**config.mk**
```make
export PLATFORM = sky130hd
export DESIGN_NAME = chunked_body_decoder
export DESIGN_NICKNAME = d
export VERILOG_FILES = /design/src/sv/cbd_pkg.sv /design/src/sv/cbd_in_reg.sv /design/src/sv/cbd_core.sv /design/src/sv/cbd_out_reg.sv /design/src/sv/chunked_body_decoder.sv
export SDC_FILE = /design/constraint.sdc
export NUM_CORES = 1
export LEC_CHECK = 0
export BUFFER_PORTS_ARGS = -buffer_cell sky130_fd_sc_hd__buf_2
export CAP_MARGIN = 5
export CORE_MARGIN = 10
export CORE_UTILIZATION = 47
export CTS_CLUSTER_DIAMETER = 60
export DETAILED_ROUTE_END_ITERATION = 7
export PLACE_DENSITY = 0.75
export SLEW_MARGIN = 20
export SYNTH_ARGS = -nofsm -noshare
export SYNTH_HDL_FRONTEND = slang
export SYNTH_SLANG_ARGS = --single-unit
```
**constraint.sdc**
```tcl
create_clock -name clk -period 2.5 [get_ports clk]
set_input_delay 0.625 -clock clk [delete_from_list [all_inputs] [get_ports clk]]
set_output_delay 0.625 -clock clk [all_outputs]
set_load 0.02 [all_outputs]
```
**src/sv/cbd_pkg.sv**
```systemverilog
`default_nettype none
// ----------------------------------------------------------------------------
// cbd_pkg: shared types and constants for the chunked body decoder
// Holds the beat and result structs and the default size-field width.
// ----------------------------------------------------------------------------
package cbd_pkg;

  // default width of the chunk size accumulator and the data byte counter
  localparam int SIZE_BITS_DEF = 32;

  // one input beat: a raw link byte or a link-closed marker
  typedef struct packed {
    logic [7:0] byte_in;
    logic       link_closed;
  } cbd_beat_t;

  // one result beat
  typedef struct packed {
    logic       payload_valid;
    logic [7:0] payload_byte;
    logic       body_done;
    logic       format_error;
  } cbd_result_t;

endpackage : cbd_pkg
`default_nettype wire

```
**src/sv/cbd_in_reg.sv**
```systemverilog
`default_nettype none
// ----------------------------------------------------------------------------
// cbd_in_reg: input register
// Captures one input beat and holds it until the core consumes it.
// ----------------------------------------------------------------------------
module cbd_in_reg
  import cbd_pkg::*;
(
  input  wire logic      clk,
  input  wire logic      rst,
  input  wire logic      in_valid,
  output logic           in_stall,
  input  wire logic [7:0] byte_in,
  input  wire logic      link_closed,
  input  wire logic      advance,
  output logic           s1_valid,
  output cbd_beat_t      s1_beat
);

  logic accept;

  // stage is free when empty or when its beat moves on this cycle
  assign in_stall = s1_valid & ~advance;
  assign accept   = in_valid & ~in_stall;

  always_ff @(posedge clk) begin
    if (rst) begin
      s1_valid <= 1'b0;
    end else if (accept) begin
      s1_valid <= 1'b1;
    end else if (advance) begin
      s1_valid <= 1'b0;
    end
  end

  always_ff @(posedge clk) begin
    if (accept) begin
      s1_beat.byte_in     <= byte_in;
      s1_beat.link_closed <= link_closed;
    end
  end

endmodule : cbd_in_reg
`default_nettype wire

```
**src/sv/cbd_core.sv**
```systemverilog
`default_nettype none
// ----------------------------------------------------------------------------
// cbd_core: framing state and per-byte decode
// Parses size lines, counts chunk data and flags format errors.
// ----------------------------------------------------------------------------
module cbd_core
  import cbd_pkg::*;
#(
  parameter int SIZE_BITS = SIZE_BITS_DEF
) (
  input  wire logic       clk,
  input  wire logic       rst,
  input  wire logic       fire,
  input  wire cbd_beat_t  beat,
  output cbd_result_t     result
);

  localparam logic [1:0] PH_LINE = 2'd0;
  localparam logic [1:0] PH_DATA = 2'd1;
  localparam logic [1:0] PH_DONE = 2'd2;
  localparam logic [7:0] CH_CR   = 8'h0D;
  localparam logic [7:0] CH_LF   = 8'h0A;

  logic [1:0]           phase, phase_next;
  logic [SIZE_BITS-1:0] size_accum, size_accum_next;
  logic [SIZE_BITS-1:0] bytes_left, bytes_left_next;
  logic                 line_has_digits, line_has_digits_next;
  logic                 pending_cr, pending_cr_next;

  logic [SIZE_BITS-1:0] left_dec;
  logic                 is_hex;
  logic [3:0]           hex_val;

  // hex digit decode of the incoming byte
  always_comb begin
    is_hex  = 1'b1;
    hex_val = 4'd0;
    if (beat.byte_in >= 8'h30 && beat.byte_in <= 8'h39) begin
      hex_val = 4'(beat.byte_in - 8'h30);
    end else if (beat.byte_in >= 8'h61 && beat.byte_in <= 8'h66) begin
      hex_val = 4'(beat.byte_in - 8'h57);
    end else if (beat.byte_in >= 8'h41 && beat.byte_in <= 8'h46) begin
      hex_val = 4'(beat.byte_in - 8'h37);
    end else begin
      is_hex = 1'b0;
    end
  end

  assign left_dec = bytes_left - SIZE_BITS'(1);

  always_comb begin
    phase_next           = phase;
    size_accum_next      = size_accum;
    bytes_left_next      = bytes_left;
    line_has_digits_next = line_has_digits;
    pending_cr_next      = pending_cr;
    result               = '0;

    if (phase == PH_LINE || phase == PH_DATA) begin
      if (beat.link_closed) begin
        phase_next       = PH_DONE;
        result.body_done = 1'b1;
      end else if (phase == PH_DATA) begin
        result.payload_valid = 1'b1;
        result.payload_byte  = beat.byte_in;
        bytes_left_next      = left_dec;
        if (left_dec == '0) begin
          phase_next           = PH_LINE;
          size_accum_next      = '0;
          line_has_digits_next = 1'b0;
          pending_cr_next      = 1'b0;
        end
      end else if (pending_cr) begin
        if (beat.byte_in == CH_LF) begin
          // empty lines are skipped, a zero size ends the body
          if (line_has_digits) begin
            if (size_accum == '0) begin
              phase_next       = PH_DONE;
              result.body_done = 1'b1;
            end else begin
              phase_next      = PH_DATA;
              bytes_left_next = size_accum;
            end
          end
          size_accum_next      = '0;
          line_has_digits_next = 1'b0;
          pending_cr_next      = 1'b0;
        end else begin
          // lone cr
          phase_next          = PH_DONE;
          result.body_done    = 1'b1;
          result.format_error = 1'b1;
        end
      end else if (beat.byte_in == CH_CR) begin
        pending_cr_next = 1'b1;
      end else if (!is_hex || size_accum[SIZE_BITS-1 -: 4] != 4'd0) begin
        // bad character or size overflow
        phase_next          = PH_DONE;
        result.body_done    = 1'b1;
        result.format_error = 1'b1;
      end else begin
        size_accum_next      = {size_accum[SIZE_BITS-5:0], hex_val};
        line_has_digits_next = 1'b1;
      end
    end
  end

  always_ff @(posedge clk) begin
    if (rst) begin
      phase           <= PH_LINE;
      size_accum      <= '0;
      bytes_left      <= '0;
      line_has_digits <= 1'b0;
      pending_cr      <= 1'b0;
    end else if (fire) begin
      phase           <= phase_next;
      size_accum      <= size_accum_next;
      bytes_left      <= bytes_left_next;
      line_has_digits <= line_has_digits_next;
      pending_cr      <= pending_cr_next;
    end
  end

endmodule : cbd_core
`default_nettype wire

```
**src/sv/cbd_out_reg.sv**
```systemverilog
`default_nettype none
// ----------------------------------------------------------------------------
// cbd_out_reg: result register
// Holds one result beat until the receiver takes it.
// ----------------------------------------------------------------------------
module cbd_out_reg
  import cbd_pkg::*;
(
  input  wire logic        clk,
  input  wire logic        rst,
  input  wire logic        s1_valid,
  input  wire cbd_result_t result,
  output logic             advance,
  output logic             out_valid,
  input  wire logic        out_stall,
  output logic             payload_valid,
  output logic [7:0]       payload_byte,
  output logic             body_done,
  output logic             format_error
);

  cbd_result_t held;

  // register can load when empty or when its beat is taken now
  assign advance = ~out_valid | ~out_stall;

  always_ff @(posedge clk) begin
    if (rst) begin
      out_valid <= 1'b0;
    end else if (advance) begin
      out_valid <= s1_valid;
    end
  end

  always_ff @(posedge clk) begin
    if (advance && s1_valid) begin
      held <= result;
    end
  end

  assign payload_valid = held.payload_valid;
  assign payload_byte  = held.payload_byte;
  assign body_done     = held.body_done;
  assign format_error  = held.format_error;

endmodule : cbd_out_reg
`default_nettype wire

```
**src/sv/chunked_body_decoder.sv**
```systemverilog
`default_nettype none
// ----------------------------------------------------------------------------
// chunked_body_decoder: http chunked transfer decoder
// Strips chunk-size lines and framing crlf from a byte stream and passes
// the body bytes out, one result beat per input beat.
// ----------------------------------------------------------------------------
//
//   channel | handshake            | fields
//   --------+----------------------+---------------------------------------
//   input   | in_valid / in_stall  | byte_in, link_closed
//   output  | out_valid / out_stall| payload_valid, payload_byte,
//           |                      | body_done, format_error
//
// every input beat gives exactly one result beat; one beat per cycle is
// sustained while out_stall is low, through the input register and the result
// register, with the single decode step between them
// reset (rst, synchronous) empties both registers and returns the parser to
// the size-line phase
// a stalled output holds its beat; the input register keeps taking beats as
// long as the result register can load, so in_stall rises only when both
// stages are full
// after the body ends (zero chunk, format error, link close) every further
// beat yields an all-zero result
// ----------------------------------------------------------------------------
module chunked_body_decoder
  import cbd_pkg::*;
#(
  parameter int SIZE_BITS = SIZE_BITS_DEF
) (
  input  wire logic       clk,
  input  wire logic       rst,
  input  wire logic       in_valid,
  output logic            in_stall,
  input  wire logic [7:0] byte_in,
  input  wire logic       link_closed,
  output logic            out_valid,
  input  wire logic       out_stall,
  output logic            payload_valid,
  output logic [7:0]      payload_byte,
  output logic            body_done,
  output logic            format_error
);

  logic        advance;   // result register can load this cycle
  logic        s1_valid;  // input register holds a beat
  logic        fire;      // beat in input register is decoded and moved on
  cbd_beat_t   s1_beat;
  cbd_result_t result;

  assign fire = s1_valid & advance;

  // input register
  cbd_in_reg u_in_reg (
    .clk        (clk),
    .rst        (rst),
    .in_valid   (in_valid),
    .in_stall   (in_stall),
    .byte_in    (byte_in),
    .link_closed(link_closed),
    .advance    (advance),
    .s1_valid   (s1_valid),
    .s1_beat    (s1_beat)
  );

  // framing state machine and byte decode
  cbd_core #(
    .SIZE_BITS(SIZE_BITS)
  ) u_core (
    .clk   (clk),
    .rst   (rst),
    .fire  (fire),
    .beat  (s1_beat),
    .result(result)
  );

  // result register
  cbd_out_reg u_out_reg (
    .clk          (clk),
    .rst          (rst),
    .s1_valid     (s1_valid),
    .result       (result),
    .advance      (advance),
    .out_valid    (out_valid),
    .out_stall    (out_stall),
    .payload_valid(payload_valid),
    .payload_byte (payload_byte),
    .body_done    (body_done),
    .format_error (format_error)
  );

endmodule : chunked_body_decoder
`default_nettype wire
```
==> flow_metrics.env <==
export IMPL_p_switching_uw=727
export IMPL_drive_gt1_share_pct=31.3
export IMPL_synth_nets=698
export IMPL_power_frac_comb_pct=4.0
export IMPL_path_class="reg -> reg"
export IMPL_min_path_cells=1
export IMPL_power_share_sequential_pct=49.9
export IMPL_synth_seq_area_share_pct=35.1
export IMPL_slew_limit_headroom_pct=69.3
export IMPL_coreArea_mm2=0.0120
export IMPL_dieWidth_um=130
export IMPL_synth_top_family_by_area="compound AO/OA/AOI/OAI gates"
export IMPL_synth_xor_area_share_pct=0.615
export IMPL_p_clk_share_pct=46.1
export IMPL_swShare_pct=23.9
export IMPL_max_freq_ghz=0.367
export IMPL_dp_cells=888
export IMPL_synth_edf_count=20
export IMPL_insertion_delay_ps=360
export IMPL_critical_path_slowest_cell="or3_4"
export IMPL_finalSetupViolations=35
export IMPL_whs_ps=430
export IMPL_intPower_uw=2320
export IMPL_status="finished, violations left"
export IMPL_fin_crit_ps=2730
export IMPL_drv_cap=0
export IMPL_peakVddDrop_mv=0.274
export IMPL_clk_pin_slew_worst_paths_ps=70
export IMPL_portBuffers=25
export IMPL_antenna_cells=0
export IMPL_n_fill_cell=940
export IMPL_synth_seq_cells=90
export IMPL_r2r_cells=11
export IMPL_violations="setup timing"
export IMPL_utilization_pct=62.4
export IMPL_syn_area_mm2=0.00570
export IMPL_drv_slew=0
export IMPL_postRouteAntennaNets=0
export IMPL_synthArstFlopShare_pct=0
export IMPL_cp_data_required_time_ps=2740
export IMPL_cts_htree_levels=3
export IMPL_grt_pass1_vias=5717
export IMPL_critical_path_arrival_ps=2960
export IMPL_cts_made_buffers=9
export IMPL_layout_setup_ws_ps=-227
export IMPL_routed_via_density=6.63
export IMPL_placed_cell_area_mm2=0.00658
export IMPL_rows=40
export IMPL_synth_compound_area_share_pct=28.9
export IMPL_fin_area_mm2=0.00746
export IMPL_num_vias=6083
export IMPL_cp_end_kind="register"
export IMPL_syn_to_final_growth_pct=30.9
export IMPL_grt_usage_pct=21.0
export IMPL_synth_ff_type="dfxtp_1"
export IMPL_hold_viol=0
export IMPL_syn_inst=679
export IMPL_fin_crit_sh_pct=109
export IMPL_drtPass1Iterations=7
export IMPL_grt_max_degree=51
export IMPL_rsz0062_at_grt="yes"
export IMPL_clock_sinks=90
export IMPL_antenna_found_initial=0
export IMPL_r2r_slack_ps=-230
export IMPL_crit_cells=11
export IMPL_syn_avg_cell_area_um2=8.40
export IMPL_die_h_um=130
export IMPL_cpPeakStageDelay_ps=400
export IMPL_tightest_slew_ps=460
export IMPL_nets=785
export IMPL_synthAdderAreaFrac_pct=1.32
export IMPL_start_util_pct=47.7
export IMPL_fin_cells=918
export IMPL_ctsLongestPathBuffers=2
export IMPL_cp_num_buf_inv=4
export IMPL_routedWlPerCell_um=19.8
export IMPL_p_leak_uw=0.00303
export IMPL_postCtsHoldBufs=0
export IMPL_die_area_mm2=0.0169
export IMPL_cts_root_buffer="clkbuf_16"
export IMPL_drc_errors=0
export IMPL_grt_pass1_wl_um=28900
export IMPL_synth_simple_area_share_pct=28.2
export IMPL_crit_chain="nor4_4 -> buf_4 -> nand4_4 -> or3_4 -> a311oi_2 -> buf_4 -> nand4_4 -> buf_12 -> buf_12 -> o31ai_4 -> nand3_1"
export IMPL_cp_top_family="simple AND/OR/NAND/NOR gates"
export IMPL_power_density_mw_per_mm2=408
export IMPL_drt_initial_drc_count=777
export IMPL_tns_ps=-6420
export IMPL_ioPinCount=26
export IMPL_startpoint_type="register"
export IMPL_hold_class="in -> reg"
export IMPL_muxShareOfSynthArea_pct=0.395
export IMPL_clock_skew_ps=10.2
export IMPL_yosysUniqueCellTypes=70
export IMPL_place_gp_congestion=0.942
export IMPL_dp_hpwl_um=11400
export IMPL_wl_um=18200
export IMPL_critical_path_peak_fanout=8
export IMPL_ys_warn_count=0
export IMPL_grt_overflow=0
export IMPL_cts_tree="done"
## cells by family after synthesis
| group | after synthesis |
|---|---|
| fa+ha+maj | 6 |
| compound gates | 205 |
| flops | 90 |
| buf+inv | 72 |
| mux | 2 |
| xor+xnor | 4 |
| simple gates | 300 |
## layout by cell type (no fill, tap or decap), types with 6 or more instances in the layout
master      n
or3_1       6
nand2_1    73
o21ai_0    38
nand3_1    40
o31ai_2    14
or2_2       6
nor3_1     14
edfxtp_1   20
and3_1     37
clkbuf_16  10
a21oi_1    13
o31ai_1    14
a32oi_1    33
nand4_1     6
dfxtp_1    65
buf_2      25
a22oi_1    22
buf_12     10
a211oi_1    6
o31ai_4    17
nor2_1     49
buf_4      93
nor4_1     17
and2_1      7
inv_1      10
## power by group through the flow
stage               Combinational, µW  Clock (µW)  Sequential, µW
CTS                               120        1390            1520
global route                      133        1450            1520
global placement                  114           0            1550
detailed placement                120           0            1550
finish                            123        1400            1520
floorplan                        51.8           0            1560
## per-layer routing
metal	vias to the layer above	track usage (%)	part of all wire, %
met5	-	0	0
met3	77	3.00	5.9
met2	291	35.3	49
li1	2802	-	-
met1	2913	25.5	41
met4	0	11.4	4.2
## synth_stat cells, types with 5 or more instances
cell type	instances	area share [%]
and2_1	7	0.77
and3_1	37	4.1
inv_1	12	0.79
a21oi_1	14	1.2
a211oi_1	6	0.79
or3_1	8	0.88
edfxtp_1	20	11
a32oi_1	33	5.1
o21ai_0	38	3.3
o31ai_1	15	2.0
nor3_1	17	1.5
nand3b_1	5	0.66
o31ai_2	30	6.6
a22o_1	5	0.77
nor4_1	21	2.3
or2_2	6	0.66
dfxtp_1	70	25
nand2_1	75	4.9
clkbuf_1	48	3.2
nand3_1	42	3.7
a22oi_1	22	2.9
nor2_1	49	3.2
ha_1	6	1.3
nand4_1	6	0.66
## timing repair
action,in CTS,in global routing
gates cloned,3,0
pin swaps,32,31
gates resized for setup,59,17
setup buffers,9,3
endpoints found under the setup margin,35,41
## state kept, by name (all words and copies together), names as in the netlist
register / count
u_out_reg.payload_valid: 1
u_core.phase: 2
u_out_reg.body_done: 1
u_core.bytes_left: 32
u_core.pending_cr: 1
u_out_reg.out_valid: 1
u_core.line_has_digits: 1
u_core.size_accum: 32
u_out_reg.format_error: 1
u_out_reg.payload_byte: 8
u_in_reg.s1_beat: 9
u_in_reg.s1_valid: 1
## stage by stage
step           setup slack [ps]  total power [µW]
2_1_floorplan             -76.6              1610
3_3_place_gp               -555              1660
3_5_place_dp               -529              1670
4_1_cts                    -193              3030
5_1_grt                    -337              3100
6_report                   -227              3040
## final timing paths
path / start / to
setup reg to reg: u_core.bytes_left[8]$_SDFFE_PP0P_ / u_core.size_accum[8]$_SDFFE_PP0P_
hold / removal: byte_in[4] / u_in_reg.s1_beat[5]$_DFFE_PP_
hold reg to reg: u_core.bytes_left[31]$_SDFFE_PP0P_ / u_core.bytes_left[31]$_SDFFE_PP0P_
setup / recovery: u_core.bytes_left[8]$_SDFFE_PP0P_ / u_core.size_accum[8]$_SDFFE_PP0P_
## cell type report
type,count,area [µm²],area share (%)
clock buffer,12,268,3.59
sequential,90,2010,26.9
tap,147,184,2.46
timing repair buffer,136,1160,15.6
inverter,12,45.0,0.604
clock inverter,4,32.5,0.436
multi-input combinational,517,3760,50.4
(Power assumes the default switching activity.)
